### src/sv/rtit_pkg.sv
// ----------------------------------------------------------------------------
// rtit_pkg: shared types and constants of the RFID tag inventory table
// Holds the controller/datapath command and status bundles, field widths
// and the EPC character mask helper.
// ----------------------------------------------------------------------------
package rtit_pkg;

  localparam int unsigned EpcWordW = 64;
  localparam int unsigned EpcWords = 3;
  localparam int unsigned KeyW     = EpcWordW * EpcWords;
  localparam int unsigned SlotW    = 5;
  localparam int unsigned CntW     = 8;
  localparam int unsigned RssiW    = 8;
  localparam int unsigned RssiOutW = 9;

  localparam logic [CntW-1:0] CntMax = 8'hFF;
  localparam logic [CntW-1:0] CntOne = 8'h01;

  // Commands from the controller to the datapath
  typedef struct packed {
    logic latch;       // capture the input item
    logic scan_start;  // rewind the table scan
    logic scan_step;   // issue the next read / advance the compare stage
    logic wr_hit;      // update count of the matching entry
    logic wr_miss;     // insert the EPC at the write pointer
    logic load_out;    // move the result into the output register
  } rtit_cmd_t;

  // Status from the datapath to the controller
  typedef struct packed {
    logic tag_read;    // latched item carries a tag read
    logic hit;         // compare stage matches a valid entry
    logic last_miss;   // last entry compared without a match
    logic out_free;    // output register can take a result this cycle
  } rtit_sts_t;

  // Byte mask of the EPC characters of one word that take part in the key
  function automatic logic [EpcWordW-1:0] char_mask(int unsigned word, int unsigned chars);
    logic [EpcWordW-1:0] m;
    m = '0;
    for (int unsigned c = 0; c < 8; c++) begin
      if ((word * 8 + c) < chars) begin
        m[8 * (7 - c) +: 8] = 8'hFF;
      end
    end
    return m;
  endfunction

endpackage

### src/sv/rtit_ctrl.sv
// ----------------------------------------------------------------------------
// rtit_ctrl: sequencer of the RFID tag inventory table
// Accepts one item at a time, runs the serial table scan, picks the hit
// or insert update and hands the result to the output register.
// ----------------------------------------------------------------------------
module rtit_ctrl (
  input  logic                clk_i,
  input  logic                rst_ni,
  input  logic                in_valid_i,
  output logic                in_stall_o,
  input  rtit_pkg::rtit_sts_t sts_i,
  output rtit_pkg::rtit_cmd_t cmd_o
);
  import rtit_pkg::*;

  localparam logic [2:0] StIdle = 3'd0;
  localparam logic [2:0] StScan = 3'd1;
  localparam logic [2:0] StHit  = 3'd2;
  localparam logic [2:0] StMiss = 3'd3;
  localparam logic [2:0] StDone = 3'd4;

  logic [2:0] state_q, state_d;

  // Take a new item only when idle
  assign in_stall_o = (state_q != StIdle);

  // Next state and commands
  always_comb begin
    state_d = state_q;
    cmd_o   = '0;
    unique case (state_q)
      StIdle: begin
        if (in_valid_i) begin
          cmd_o.latch      = 1'b1;
          cmd_o.scan_start = 1'b1;
          state_d          = StScan;
        end
      end
      StScan: begin
        if (!sts_i.tag_read) begin
          state_d = StDone;
        end else if (sts_i.hit) begin
          state_d = StHit;
        end else begin
          cmd_o.scan_step = 1'b1;
          if (sts_i.last_miss) begin
            state_d = StMiss;
          end
        end
      end
      StHit: begin
        cmd_o.wr_hit = 1'b1;
        state_d      = StDone;
      end
      StMiss: begin
        cmd_o.wr_miss = 1'b1;
        state_d       = StDone;
      end
      StDone: begin
        if (sts_i.out_free) begin
          cmd_o.load_out = 1'b1;
          state_d        = StIdle;
        end
      end
      default: begin
        state_d = StIdle;
      end
    endcase
  end

  // State register
  always_ff @(posedge clk_i or negedge rst_ni) begin
    if (!rst_ni) begin
      state_q <= StIdle;
    end else begin
      state_q <= state_d;
    end
  end

endmodule

### config.mk
export PLATFORM = sky130hd
export DESIGN_NAME = rtit_ctrl
export DESIGN_NICKNAME = d
export VERILOG_FILES = /design/src/sv/rtit_pkg.sv /design/src/sv/rtit_ctrl.sv
export SDC_FILE = /design/constraint.sdc
export NUM_CORES = 1
export LEC_CHECK = 0
export BUFFER_PORTS_ARGS = -buffer_cell sky130_fd_sc_hd__buf_2
export CORE_AREA = 2 2 39 41
export CTS_BUF_LIST = sky130_fd_sc_hd__clkbuf_4 sky130_fd_sc_hd__clkbuf_8
export DETAILED_ROUTE_END_ITERATION = 16
export DIE_AREA = 0 0 41 43
export GPL_TIMING_DRIVEN = 1
export SLEW_MARGIN = 25
export SYNTH_ARGS = -nofsm -noshare
export SYNTH_HDL_FRONTEND = slang
export SYNTH_SLANG_ARGS = --single-unit
### constraint.sdc
create_clock -name clk_i -period 3.25 [get_ports clk_i]
set_input_delay 0.65 -clock clk_i [delete_from_list [all_inputs] [get_ports clk_i]]
set_output_delay 0.65 -clock clk_i [all_outputs]
set_load 0.02 [all_outputs]
==> Yosys cells after proc, flatten, opt, wreduce, memory -nomap -nowiden <==
Index checks and enable logic that the tools add are counted.
{ "word_totals": {"reg_bits": 3, "output_inout_bits": 7, "word_cells": 27} }
{ "classes": {"eq_ne": 7, "n_mux": 15, "reduce_logical": 4} }
{ "ops": {"columns": ["op", "n"], "rows": [
  ["3-bit two-way mux", 5],
  ["3-bit case mux with 4 select lines", 1],
  ["1-bit two-way mux", 7],
  ["3-bit by 2-bit equality test with 1-bit output (second input constant)", 2],
  ["2-bit two-way mux", 2],
  ["2-bit != test (second input constant)", 2],
  ["4-bit != test (second input constant)", 1],
  ["3-bit by 1-bit equality test with 1-bit output (second input constant)", 1],
  ["3-bit equality test (second input constant)", 1],
  ["3-bit zero test", 1],
  ["3-bit AND reduction", 1],
  ["3-bit nonzero test", 1],
  ["2-bit OR reduction", 1]
]} }

==> Depth between registers and ports, before layout <==
{ "logic_depth": {"ltp_word": 4, "mapped_depth": 3, "mapped_depth_nobuf": 3} }

==> Worst setup path before layout <==
Ideal clock, no wire load.
{ "synth_path": {"path_kind": "reg2out", "startpoint": "register state_q[1]", "endpoint": "output cmd_o[5] (netlist name)", "arrival_ns": 1.537, "t_required_ns": 2.600, "setup_slack_ns": 1.063, "path_stages_with_launch": 4, "n_path_buf": 1, "cell_sequence": "dfrtp_1 or3_2 nor2_1 buf_4"} }
{ "synth_rtl": {"columns": ["item", "line", "rtl"], "rows": [
  ["from (decl)", "rtit_ctrl.sv:22", "logic [2:0] state_q, state_d;"],
  ["from (signal assigned)", "rtit_ctrl.sv:74", "state_q <= StIdle;"],
  ["from (signal assigned)", "rtit_ctrl.sv:76", "state_q <= state_d;"],
  ["to (decl)", "rtit_ctrl.sv:12", "output rtit_pkg::rtit_cmd_t cmd_o"]
]} }

==> flow_summary.ini <==
[route]
ant_nets = 0
drt_wl_total_um = 442
drc_errors = 0
avgRoutedWirePerCell_um = 8.04
vias = 211
drtIter0Drc = 2
dr.pass1.iters = 2
vias_per_cell = 3.84

[power]
p_seq_share_pct = 28.2
swShare_pct = 41.6
p_int_uw = 155
switching_power_uw = 111
cellPowerDensity_nw_per_um2 = 901
pwr-share-clk_pct = 27.1
comb_power_share_pct = 44.7
max-vdd-ir-drop_mv = 0.172
p_leak_nw = 0.164

[synth]
syn_avg_cell_area_um2 = 8.16
yosysUniqueCellTypes = 15
yosysMostFrequentCell = nor2_1
synth-async-reset-ratio_pct = 100
synth_enable_flop_cells = 0
synthTopCellsByArea = dfrtp_1, nor2_1, nor3b_1, or4_4, a2bb2oi_1
netlist_instances = 23
synth_flop_cell = dfrtp_1
ys_ff_latch = 3
syn_area_um2 = 188
yosysWarnings = 0
synth_common_cells = nor2_1, dfrtp_1, inv_1, nand2_1, nor3b_1
synth_fp_nets = 30
ys_seq_area_share_pct = 40.0
synth_top_area_share_pct = 40.0
yosysTopAreaCell = dfrtp_1

[clock_tree]
clk_latency_ns = 0.23
cts_resized = 0
clk_pin_slew_worst_paths_ns = 0.04
cts_sinks = 3
cts-buffers-inserted = 3
root_buffer = clkbuf_4
clockBufferDepth = 2
cts_hold_buf = 0
post_cts_buffers = 0
cts_tree = done
cts_max_level = 1

[worst_setup_path]
end_kind = output pin
criticalPathCategory = in -> out
critPathRequiredTime_ns = 2.60
cp_data_arrival_time_ns = 1.52
crit_fanout = 2
crit_path_start_kind = input port
rrSetupSlack_ns = 2.06

[layout]
syn_to_final_growth_pct = 57.3
fin_area_um2 = 295
top_register = state_q
n_fill_cell = 168
fin_nets = 47
diodes = 0
largest_register_ffs = 3
top_regs = state_q: 3 flops
seq_area_um2 = 75.1
layout.cells.non_filler = 55
multi_input_area_um2 = 93.8
final_util_pct = 21.3
drive_gt1_share_pct = 53.8

[placed_design]
hpwl_um = 368
place_congestion = 0.672
placed_cell_area_um2 = 265
dp_cells = 51
portBuffers = 13
preCtsSetupSlack_ns = 1.08

[timing]
tightest_slew_ns = 0.211
rsz0062_at_grt = false
fin_skew_ns = 0.00198
period_share_pct = 66.7
fmax_mhz = 461
setup_tns_ns = 0
report.final.slew_viol_count = 0
finalSetupViolCount = 0
post-route-min-period_ns = 2.17
relSlewSlack_pct = 86.0
layout_setup_ws_ns = 1.08
final-hold-violation-count = 0

[global_routing]
grt_start_max_net_pins = 9
globalRouteOverflowTotal = 0
grtUsageTotal_pct = 6.14
grt_pass1_wl_um = 676
antenna_found_initial = 0
grt_pass1_vias = 195

[floorplanning]
initial_core_util_pct = 13.6
coreArea_um2 = 1380
fp.dieH_um = 43
ioPinCount = 14
die_width_um = 41
num_rows = 14
die_area_um2 = 1760

[flow_run]
max-cap-violations = 0

[status]
status = completed

[hold_path]
hold_class = in -> async
-- worst paths after layout --
path | from | end | cells after the start
min in group clk_i | state_q[1] | state_q[0] | 1
max in group asynchronous | rst_ni | state_q[0] | 1
worst min register to register | state_q[1] | state_q[0] | 1
worst max-delay path | sts_i[3] | cmd_o[3] | 5
worst max register to register | state_q[0] | state_q[1] | 3
worst min-delay path | rst_ni | state_q[2] | 1
-- area by class of cell --
class                   count  share of cell area [%]
repair buffers             13                    22.0
inverters                   3                    3.81
well taps                  16                    6.78
flip-flops and latches      3                    25.4
clock buffers               4                    10.2
multi-input cells          16                    31.8
-- per-stage QoR --
stage          hold slack [ns]  power, mW
2_1_floorplan            0.354      0.164
3_3_place_gp             0.448      0.197
3_5_place_dp             0.448      0.197
4_1_cts                  0.202      0.271
5_1_grt                  0.210      0.287
6_report                 0.207      0.266
-- power groups by stage --
stage               Clock, mW  Sequential (mW)  Combinational [mW]
CTS                    0.0746           0.0757               0.121
finish                 0.0721           0.0750               0.119
global route           0.0756           0.0794               0.132
floorplan                   0           0.0704              0.0932
detailed placement          0           0.0760               0.121
global placement            0           0.0765               0.121
-- cells by family after synthesis --
| kind of cell | after synthesis | share of synthesized area [%] |
|---|---|---|
| AOI/OAI and AO/OA | 3 | 10.7 |
| buffers and inverters | 4 | 10.0 |
| DFF | 3 | 40.0 |
| and+or+nand+nor | 13 | 39.3 |
-- critical path, stage by stage --
cell and delay (ns):
buf_2 0.08, inv_1 0.04, or4_4 0.48, nor2_1 0.09, buf_2 0.16
-- cell usage in the layout, fill, tap and decap left out, types with 2 or more instances in the layout --
cell type  instances
clkbuf_4           4
nor3b_1            2
nor2_1             4
dfrtp_1            3
buf_2             13
nand2_1            2
inv_1              2
-- per-layer routing --
| metal | GRT usage [%] | share of wire [%] |
|---|---|---|
| met1 | 5.52 | 37 |
| met2 | 9.06 | 51 |
| met3 | 3.14 | 12 |
| met4 | 6.00 | 0 |
| met5 | 0 | 0 |
Note: power is estimated with default switching activity, not from simulation.
